[config.mk]
export PLATFORM = sky130hd
export DESIGN_NAME = glyph_alpha_blend_pixel_top
export DESIGN_NICKNAME = d
export VERILOG_FILES = /design/src/hdl/gab_pkg.sv /design/src/hdl/gab_front.sv /design/src/hdl/gab_mix.sv /design/src/hdl/gab_norm.sv /design/src/hdl/glyph_alpha_blend_pixel_top.sv
export SDC_FILE = /design/constraint.sdc
export NUM_CORES = 2
export LEC_CHECK = 0
export BUFFER_PORTS_ARGS = -buffer_cell sky130_fd_sc_hd__buf_2
export CORE_MARGIN = 2
export CORE_UTILIZATION = 50
export DETAILED_ROUTE_END_ITERATION = 7
export GPL_ROUTABILITY_DRIVEN = 0
export PLACE_DENSITY_LB_ADDON = 0.1
export SLEW_MARGIN = 30
export SYNTH_ARGS = -nofsm -noshare
export SYNTH_HDL_FRONTEND = slang
export SYNTH_SLANG_ARGS = --single-unit
[constraint.sdc]
create_clock -name clk -period 13.5 [get_ports clk]
set_input_delay 0.675 -clock clk [delete_from_list [all_inputs] [get_ports clk]]
set_output_delay 0.675 -clock clk [all_outputs]
set_load 0.05 [all_outputs]
[src/hdl/gab_pkg.sv]
// Shared types, constants and a helper function for the glyph alpha blend pipeline.
package gab_pkg;

	localparam int unsigned DIM_W       = 13;
	localparam int unsigned MAX_DIM_DEF = 4096;
	localparam int unsigned IDX_W       = 24;
	localparam int unsigned COORD_W     = 12;

	localparam logic [7:0]  KEY_VALUE   = 8'd2;
	localparam logic [7:0]  DEN_COV     = 8'd100;
	localparam logic [7:0]  DEN_ALPHA   = 8'd255;
	localparam logic [12:0] RECIP_100   = 13'd5243;

	localparam logic [31:0]      TEXT_COLOR_RST = 32'hFFFF_FFFF;
	localparam logic [DIM_W-1:0] WIDTH_RST      = 13'd1024;
	localparam logic [DIM_W-1:0] HEIGHT_RST     = 13'd768;

	typedef logic [1:0] reg_idx_t;
	localparam reg_idx_t REG_TEXT_COLOR   = 2'd0;
	localparam reg_idx_t REG_IMAGE_WIDTH  = 2'd1;
	localparam reg_idx_t REG_IMAGE_HEIGHT = 2'd2;

	typedef struct packed {
		logic [31:0]      text_color;
		logic [DIM_W-1:0] width;
		logic [DIM_W-1:0] height;
	} gab_cfg_t;

	typedef struct packed {
		logic               wr;
		logic [6:0]         cov;
		logic [7:0]         back_r;
		logic [7:0]         back_g;
		logic [7:0]         back_b;
		logic [COORD_W-1:0] col;
		logic [COORD_W-1:0] row;
	} gab_pix_t;

	typedef struct packed {
		logic             wr;
		logic             den255;
		logic [15:0]      sum_r;
		logic [15:0]      sum_g;
		logic [15:0]      sum_b;
		logic [IDX_W-1:0] index;
	} gab_sum_t;

	// Coverage in percent, floor(gr * 100 / 255), with the divide by 255 done by shift and add.
	function automatic logic [6:0] cov_pct(input logic [7:0] gr);
		logic [15:0] x;
		logic [15:0] t;
		x = 16'(gr) * 16'd100;
		t = x + 16'd1 + (x >> 8);
		return 7'(t[15:8]);
	endfunction

endpackage

[src/hdl/gab_front.sv]
// First pipeline stage: clip window, colour key test and coverage lookup.
module gab_front (
	input  logic                    clk,
	input  logic                    arst_n,
	input  logic                    accept,
	input  gab_pkg::gab_cfg_t       cfg,
	input  logic [7:0]              glyph_blue,
	input  logic [7:0]              glyph_green,
	input  logic [7:0]              glyph_red,
	input  logic [7:0]              back_red,
	input  logic [7:0]              back_green,
	input  logic [7:0]              back_blue,
	input  logic [11:0]             pixel_col,
	input  logic [11:0]             pixel_row,
	output logic                    valid_s1,
	output gab_pkg::gab_pix_t       pix_s1
);
	import gab_pkg::*;

	logic in_clip;
	logic keyed;

	assign in_clip = (pixel_col != '0) && (pixel_row != '0)
		&& ({1'b0, pixel_col} < cfg.width) && ({1'b0, pixel_row} < cfg.height);
	assign keyed = (glyph_blue == KEY_VALUE) && (glyph_green == KEY_VALUE)
		&& (glyph_red == KEY_VALUE);

	always_ff @(posedge clk or negedge arst_n) begin
		if (!arst_n) begin
			valid_s1 <= 1'b0;
		end else begin
			valid_s1 <= accept;
		end
	end

	always_ff @(posedge clk) begin
		if (accept) begin
			pix_s1.wr     <= in_clip && !keyed;
			pix_s1.cov    <= cov_pct(glyph_red);
			pix_s1.back_r <= back_red;
			pix_s1.back_g <= back_green;
			pix_s1.back_b <= back_blue;
			pix_s1.col    <= pixel_col;
			pix_s1.row    <= pixel_row;
		end
	end

endmodule

[src/hdl/gab_mix.sv]
// Second and third pipeline stages: weight selection, channel products and pixel index.
module gab_mix (
	input  logic              clk,
	input  logic              arst_n,
	input  gab_pkg::gab_cfg_t cfg,
	input  logic              valid_s1,
	input  gab_pkg::gab_pix_t pix_s1,
	output logic              valid_s3,
	output gab_pkg::gab_sum_t sum_s3
);
	import gab_pkg::*;

	logic [7:0]         alpha;
	logic               use_cov;
	logic [7:0]         num;
	logic [7:0]         den;

	logic               valid_s2;
	logic               wr_s2;
	logic               den255_s2;
	logic [7:0]         num_s2;
	logic [7:0]         dnum_s2;
	logic [7:0]         back_r_s2;
	logic [7:0]         back_g_s2;
	logic [7:0]         back_b_s2;
	logic [COORD_W-1:0] col_s2;
	logic [IDX_W-1:0]   idx_s2;

	assign alpha   = cfg.text_color[31:24];
	assign use_cov = (pix_s1.cov != '0)
		&& ((15'(pix_s1.cov) * 15'd255) < (15'(alpha) * 15'd100));
	assign num     = use_cov ? {1'b0, pix_s1.cov} : alpha;
	assign den     = use_cov ? DEN_COV : DEN_ALPHA;

	always_ff @(posedge clk or negedge arst_n) begin
		if (!arst_n) begin
			valid_s2 <= 1'b0;
			valid_s3 <= 1'b0;
		end else begin
			valid_s2 <= valid_s1;
			valid_s3 <= valid_s2;
		end
	end

	always_ff @(posedge clk) begin
		wr_s2     <= pix_s1.wr;
		den255_s2 <= !use_cov;
		num_s2    <= num;
		dnum_s2   <= den - num;
		back_r_s2 <= pix_s1.back_r;
		back_g_s2 <= pix_s1.back_g;
		back_b_s2 <= pix_s1.back_b;
		col_s2    <= pix_s1.col;
		idx_s2    <= IDX_W'(25'(pix_s1.row) * 25'(cfg.width));
	end

	always_ff @(posedge clk) begin
		sum_s3.wr     <= wr_s2;
		sum_s3.den255 <= den255_s2;
		sum_s3.sum_r  <= 16'(num_s2) * 16'(cfg.text_color[23:16])
			+ 16'(dnum_s2) * 16'(back_r_s2);
		sum_s3.sum_g  <= 16'(num_s2) * 16'(cfg.text_color[15:8])
			+ 16'(dnum_s2) * 16'(back_g_s2);
		sum_s3.sum_b  <= 16'(num_s2) * 16'(cfg.text_color[7:0])
			+ 16'(dnum_s2) * 16'(back_b_s2);
		sum_s3.index  <= idx_s2 + IDX_W'(col_s2);
	end

endmodule

[src/hdl/gab_norm.sv]
// Last pipeline stage: division by the weight denominator and the result register.
module gab_norm (
	input  logic              clk,
	input  logic              arst_n,
	input  logic              valid_s3,
	input  gab_pkg::gab_sum_t sum_s3,
	output logic              done,
	output logic              write_enable,
	output logic [23:0]       pixel_index,
	output logic [7:0]        out_red,
	output logic [7:0]        out_green,
	output logic [7:0]        out_blue
);
	import gab_pkg::*;

	// Exact floor division by 255 or by 100 for sums no larger than 255 times the denominator.
	function automatic logic [7:0] div_den(input logic [15:0] s, input logic d255);
		logic [15:0] t;
		logic [28:0] m;
		t = s + 16'd1 + (s >> 8);
		m = 29'(s) * 29'(RECIP_100);
		return d255 ? t[15:8] : m[26:19];
	endfunction

	always_ff @(posedge clk or negedge arst_n) begin
		if (!arst_n) begin
			done <= 1'b0;
		end else begin
			done <= valid_s3;
		end
	end

	always_ff @(posedge clk) begin
		write_enable <= sum_s3.wr;
		pixel_index  <= sum_s3.wr ? sum_s3.index : '0;
		out_red      <= sum_s3.wr ? div_den(sum_s3.sum_r, sum_s3.den255) : '0;
		out_green    <= sum_s3.wr ? div_den(sum_s3.sum_g, sum_s3.den255) : '0;
		out_blue     <= sum_s3.wr ? div_den(sum_s3.sum_b, sum_s3.den255) : '0;
	end

`ifndef NO_ASSERTIONS
	a_no_write_zero: assert property (@(posedge clk) disable iff (!arst_n)
		done && !write_enable |-> (pixel_index == '0) && (out_red == '0)
			&& (out_green == '0) && (out_blue == '0))
		else $error("Suppressed pixel carries non-zero fields.");

	a_write_in_result: assert property (@(posedge clk) disable iff (!arst_n)
		valid_s3 && sum_s3.wr |=> done && write_enable)
		else $error("Write flag lost at the result register.");
`endif

endmodule

[src/hdl/glyph_alpha_blend_pixel_top.sv]
// Top level of the glyph alpha blend pipeline with its configuration registers.
// A transferred pixel passes through the s1, s2, s3 and result registers before its result is transferred.
// Throughput: one pixel per clock cycle; four register stages, busy is never raised.
// The result strobe done lasts one cycle and the receiver cannot stall it.
// Reset clears the pipeline valid bits and restores the configuration registers.
module glyph_alpha_blend_pixel_top #(
	parameter int unsigned MAX_DIM = gab_pkg::MAX_DIM_DEF
) (
	input  logic        clk,
	input  logic        arst_n,
	input  logic        start,
	output logic        busy,
	input  logic [7:0]  glyph_blue,
	input  logic [7:0]  glyph_green,
	input  logic [7:0]  glyph_red,
	input  logic [7:0]  back_red,
	input  logic [7:0]  back_green,
	input  logic [7:0]  back_blue,
	input  logic [11:0] pixel_col,
	input  logic [11:0] pixel_row,
	input  logic        cfg_valid,
	output logic        cfg_ready,
	input  logic [1:0]  cfg_index,
	input  logic [31:0] cfg_data,
	output logic        done,
	output logic        write_enable,
	output logic [23:0] pixel_index,
	output logic [7:0]  out_red,
	output logic [7:0]  out_green,
	output logic [7:0]  out_blue
);
	import gab_pkg::*;

	localparam int unsigned DIM_MAX_REG = (2 ** DIM_W) - 1;
	localparam int unsigned DIM_CAP_INT = (MAX_DIM > DIM_MAX_REG) ? DIM_MAX_REG : MAX_DIM;
	localparam logic [DIM_W-1:0] DIM_CAP = DIM_W'(DIM_CAP_INT);

	logic [31:0]      text_color_q;
	logic [DIM_W-1:0] width_q;
	logic [DIM_W-1:0] height_q;
	gab_cfg_t         cfg;
	logic             accept;
	logic             valid_s1;
	gab_pix_t         pix_s1;
	logic             valid_s3;
	gab_sum_t         sum_s3;

	assign busy      = 1'b0;
	assign cfg_ready = 1'b1;
	assign accept    = start && !busy;

	always_ff @(posedge clk or negedge arst_n) begin
		if (!arst_n) begin
			text_color_q <= TEXT_COLOR_RST;
			width_q      <= WIDTH_RST;
			height_q     <= HEIGHT_RST;
		end else if (cfg_valid && cfg_ready) begin
			case (cfg_index)
				REG_TEXT_COLOR: begin
					text_color_q <= cfg_data;
				end
				REG_IMAGE_WIDTH: begin
					width_q <= cfg_data[DIM_W-1:0];
				end
				REG_IMAGE_HEIGHT: begin
					height_q <= cfg_data[DIM_W-1:0];
				end
				default: begin
				end
			endcase
		end
	end

	assign cfg.text_color = text_color_q;
	assign cfg.width      = (width_q > DIM_CAP) ? DIM_CAP : width_q;
	assign cfg.height     = (height_q > DIM_CAP) ? DIM_CAP : height_q;

	gab_front u_front (
		.clk         (clk),
		.arst_n      (arst_n),
		.accept      (accept),
		.cfg         (cfg),
		.glyph_blue  (glyph_blue),
		.glyph_green (glyph_green),
		.glyph_red   (glyph_red),
		.back_red    (back_red),
		.back_green  (back_green),
		.back_blue   (back_blue),
		.pixel_col   (pixel_col),
		.pixel_row   (pixel_row),
		.valid_s1    (valid_s1),
		.pix_s1      (pix_s1)
	);

	gab_mix u_mix (
		.clk      (clk),
		.arst_n   (arst_n),
		.cfg      (cfg),
		.valid_s1 (valid_s1),
		.pix_s1   (pix_s1),
		.valid_s3 (valid_s3),
		.sum_s3   (sum_s3)
	);

	gab_norm u_norm (
		.clk          (clk),
		.arst_n       (arst_n),
		.valid_s3     (valid_s3),
		.sum_s3       (sum_s3),
		.done         (done),
		.write_enable (write_enable),
		.pixel_index  (pixel_index),
		.out_red      (out_red),
		.out_green    (out_green),
		.out_blue     (out_blue)
	);

`ifndef NO_ASSERTIONS
	a_latency: assert property (@(posedge clk) disable iff (!arst_n)
		accept |-> ##4 done)
		else $error("Transferred pixel did not produce a result after four cycles.");

	a_no_spurious: assert property (@(posedge clk) disable iff (!arst_n)
		done |-> $past(accept, 4))
		else $error("Result strobe without a matching input transfer.");

	a_clip_edge: assert property (@(posedge clk) disable iff (!arst_n)
		accept && ((pixel_col == '0) || (pixel_row == '0)) |-> ##4 !write_enable)
		else $error("Pixel on column or row zero was written.");
`endif

endmodule

==> metrics.cfg <==
[cts]
cts_tree = built
clock_latency_ns = 0.59
root_buffer = clkbuf_16
cts_buffers = 41
cts.sinks = 319
htreeDepth = 2
cts.hold.buffers_added = 0
cts_setup_buffers = 0
clk_pin_slew_ns = 0.06
clockBufferDepth = 3
ctsResizeCount = 0

[detailed_routing]
vias = 27996
drtIter0Drc = 1024
ant_nets = 0
drc = 0
wl_per_cell_um = 16.5
routed_wl_mm = 92.5
first_pass_iters = 5
viasPerCell = 5.00

[timing]
setup_tns_ns = 0
period_needed_ns = 7.73
setup_violations = 0
hold_viol = 0
max_freq_ghz = 0.129
maxSlewHeadroom_pct = 35.5
worstMarginPinSlew_ns = 0.966
rsz0062_at_grt = no
finalCritPeriodShare_pct = 57.3
maxSlewViolCount = 0
worst_clock_skew_ns = 0.0321
hold_slack_ns = 0.274

[critical_path]
r2r_slack_ns = 5.77
crit_type = reg2reg
arrival_ns = 8.19
cp_max_fo = 21
r2r_start = u_front.pix_s1[52]
endpoint_kind = flop
path_delay_family = adder cells
cp_slowest_cell = fa_1
cp_slowest_stage_delay_ns = 0.76
rr_endpoint = u_mix.dnum_s2[7]
path_common_cell = inv_1
crit_buf_inv = 5
cp-endpoint = u_mix.dnum_s2[7]
cp-start-kind = flop
crit_cells = 27
r2r_cells = 27
required_ns = 13.96
cp-startpoint = u_front.pix_s1[52]

[yosys]
synth_edf_count = 56
yosysWarnings = 0
synthCells = 4290
synth.distinct_cells = 69
synth_common_cells = inv_1 (1013), ha_1 (734), fa_1 (643), nand2_1 (355), and2_1 (294)
yosysTopAreaCell = fa_1
syn_area_um2 = 42500
synth_seq_cells = 319
syn_area_per_cell_um2 = 9.91
async_flop_share_pct = 19.4
synthTopCellsByArea = fa_1 (30%), ha_1 (22%), dfxtp_1 (9.5%)
synth_nets = 5777
synth_top_area_share_pct = 30.3
yosysSeqAreaShare_pct = 17.2
synthFlopType = dfxtp_1
yosysMostFrequentCell = inv_1

[die]
die_x_um = 296
die_h_um = 296
io_pins = 162
core-area_um2 = 84000
fp.dieArea_um2 = 87400
initial_core_util_pct = 50.6
rows = 106

[global_routing]
grt_pass1_wl_mm = 155
antenna_found_initial = 16
grt_util_all_layers_pct = 22.4
grt_max_degree = 63
grt-ovfl-total = 0
grt_pass1_vias = 29747

[finish]
final_util_pct = 54.8
layout.nets = 5916
drive_above_1_share_pct = 8.20
synthToLayoutAreaGrowth_pct = 8.23

[place]
place_hpwl_mm = 75.9
numPortBuffers = 159

[outcome]
outcome = finished clean

[hold_path]
hold_path_class = in2reg

[run]
drv_cap = 0

==> routing by layer <==
metal,vias to the layer above,track usage [%],share of wire [%],wire (um)
met5,-,0,0.16,151
met4,24,4.93,2.1,1910
met3,128,3.32,4.1,3800
met2,432,37.5,48,44400
met1,13833,30.8,46,42300
li1,13579,-,-,-
==> state kept, by name, summed over array words and instances (netlist names), 12 cells and up <==
name,cells
text_color_q,32
u_mix.idx_s2,24
u_mix.sum_s3,74
u_norm.pixel_index,24
height_q,13
u_front.pix_s1,56
width_q,13
u_mix.col_s2,12
==> stage by stage <==
step                cell area (um2)  setup WS [ns]  std cells
finish                        46000           5.77       5598
global route                  46000           5.10       5596
CTS                           46000           5.79       5596
detailed placement            44600           5.86       5520
global placement              44600           5.99       5520
floorplan                     42500           6.48       4290
==> worst reg2reg max path: stages (launching register included) <==
cell	delay [ns]
edfxtp_1	0.51
fa_1	0.77
inv_1	0.14
fa_1	0.50
inv_1	0.05
fa_1	0.50
inv_1	0.05
fa_1	0.48
inv_1	0.04
ha_1	0.29
a21boi_0	0.25
o21ai_0	0.14
a21boi_0	0.36
o2111ai_1	0.19
nand2_1	0.09
nor2_1	0.05
xnor2_1	0.16
ha_1	0.27
a21oi_1	0.16
nor2b_1	0.05
o21ai_0	0.19
o211a_1	0.62
inv_1	0.30
ha_1	0.42
a21oi_1	0.31
a21boi_0	0.33
nand2_1	0.09
a222oi_1	0.33
==> cell usage in the layout (no fill, tap or decap), types with 7 or more instances in the layout <==
| master | instances |
|---|---|
| clkbuf_16 | 43 |
| nor2_1 | 78 |
| nand2_1 | 355 |
| o21a_1 | 25 |
| xnor2_1 | 135 |
| fa_1 | 643 |
| a211oi_1 | 16 |
| edfxtp_1 | 56 |
| o21bai_1 | 18 |
| dfstp_2 | 35 |
| o21ai_0 | 54 |
| or3_1 | 10 |
| inv_1 | 1013 |
| nor4_1 | 14 |
| and2_1 | 294 |
| ha_1 | 734 |
| nor2b_1 | 20 |
| or2_2 | 7 |
| a31oi_1 | 10 |
| a21o_1 | 49 |
| nor3_1 | 26 |
| and3_1 | 11 |
| mux2_2 | 54 |
| nand4_1 | 16 |
| xor2_1 | 43 |
| a21oi_1 | 101 |
| dfrtp_1 | 26 |
| buf_2 | 158 |
| dfxtp_1 | 201 |
| buf_4 | 25 |
| nand2b_1 | 23 |
| nand3_1 | 44 |
==> how the worst min path moves through the flow <==
| stage | slack, ns | cells after the start | endpoint | startpoint |
|---|---|---|---|---|
| 6_report | 0.27 | 1 | u_front.pix_s1[26] | back_blue[2] |
| 5_1_grt | 0.25 | 1 | u_front.pix_s1[32] | back_green[0] |
| 4_1_cts | 0.23 | 1 | u_front.pix_s1[26] | back_blue[2] |
| 3_5_place_dp | 0.32 | 0 | u_mix.sum_s3[73] | u_mix.wr_s2 |
| 3_3_place_gp | 0.31 | 0 | u_mix.sum_s3[73] | u_mix.wr_s2 |
| 2_1_floorplan | 0.31 | 0 | u_mix.sum_s3[72] | u_mix.den255_s2 |
==> cells by family (layout without fill, tap and decap cells) <==
logic type      count (synthesis)  in the layout  synth area share [%]
xor+xnor                      178            178                  3.67
other cells                     2              4                0.0177
flops                         319            319                  17.2
mux                            61             61                  1.61
fa+ha+maj                    1377           1377                  51.9
simple gates                  921            921                  10.9
buf+inv                      1100           1272                  9.73
compound gates                332            332                  5.07
==> area by class of cell <==
cell class / instances / area, um2
flip-flops and latches: 319 / 7300
clock buffers: 52 / 1140
fillers: 7682 / 37900
repair buffers: 183 / 978
well taps: 1134 / 1420
multi-input cells: 2871 / 31100
inverters: 1013 / 3800
clock inverters: 24 / 272
diodes: 2 / 5.00
Power is not shown: default switching activity piles up to over one toggle a cycle in this logic, so the estimate is an artifact.
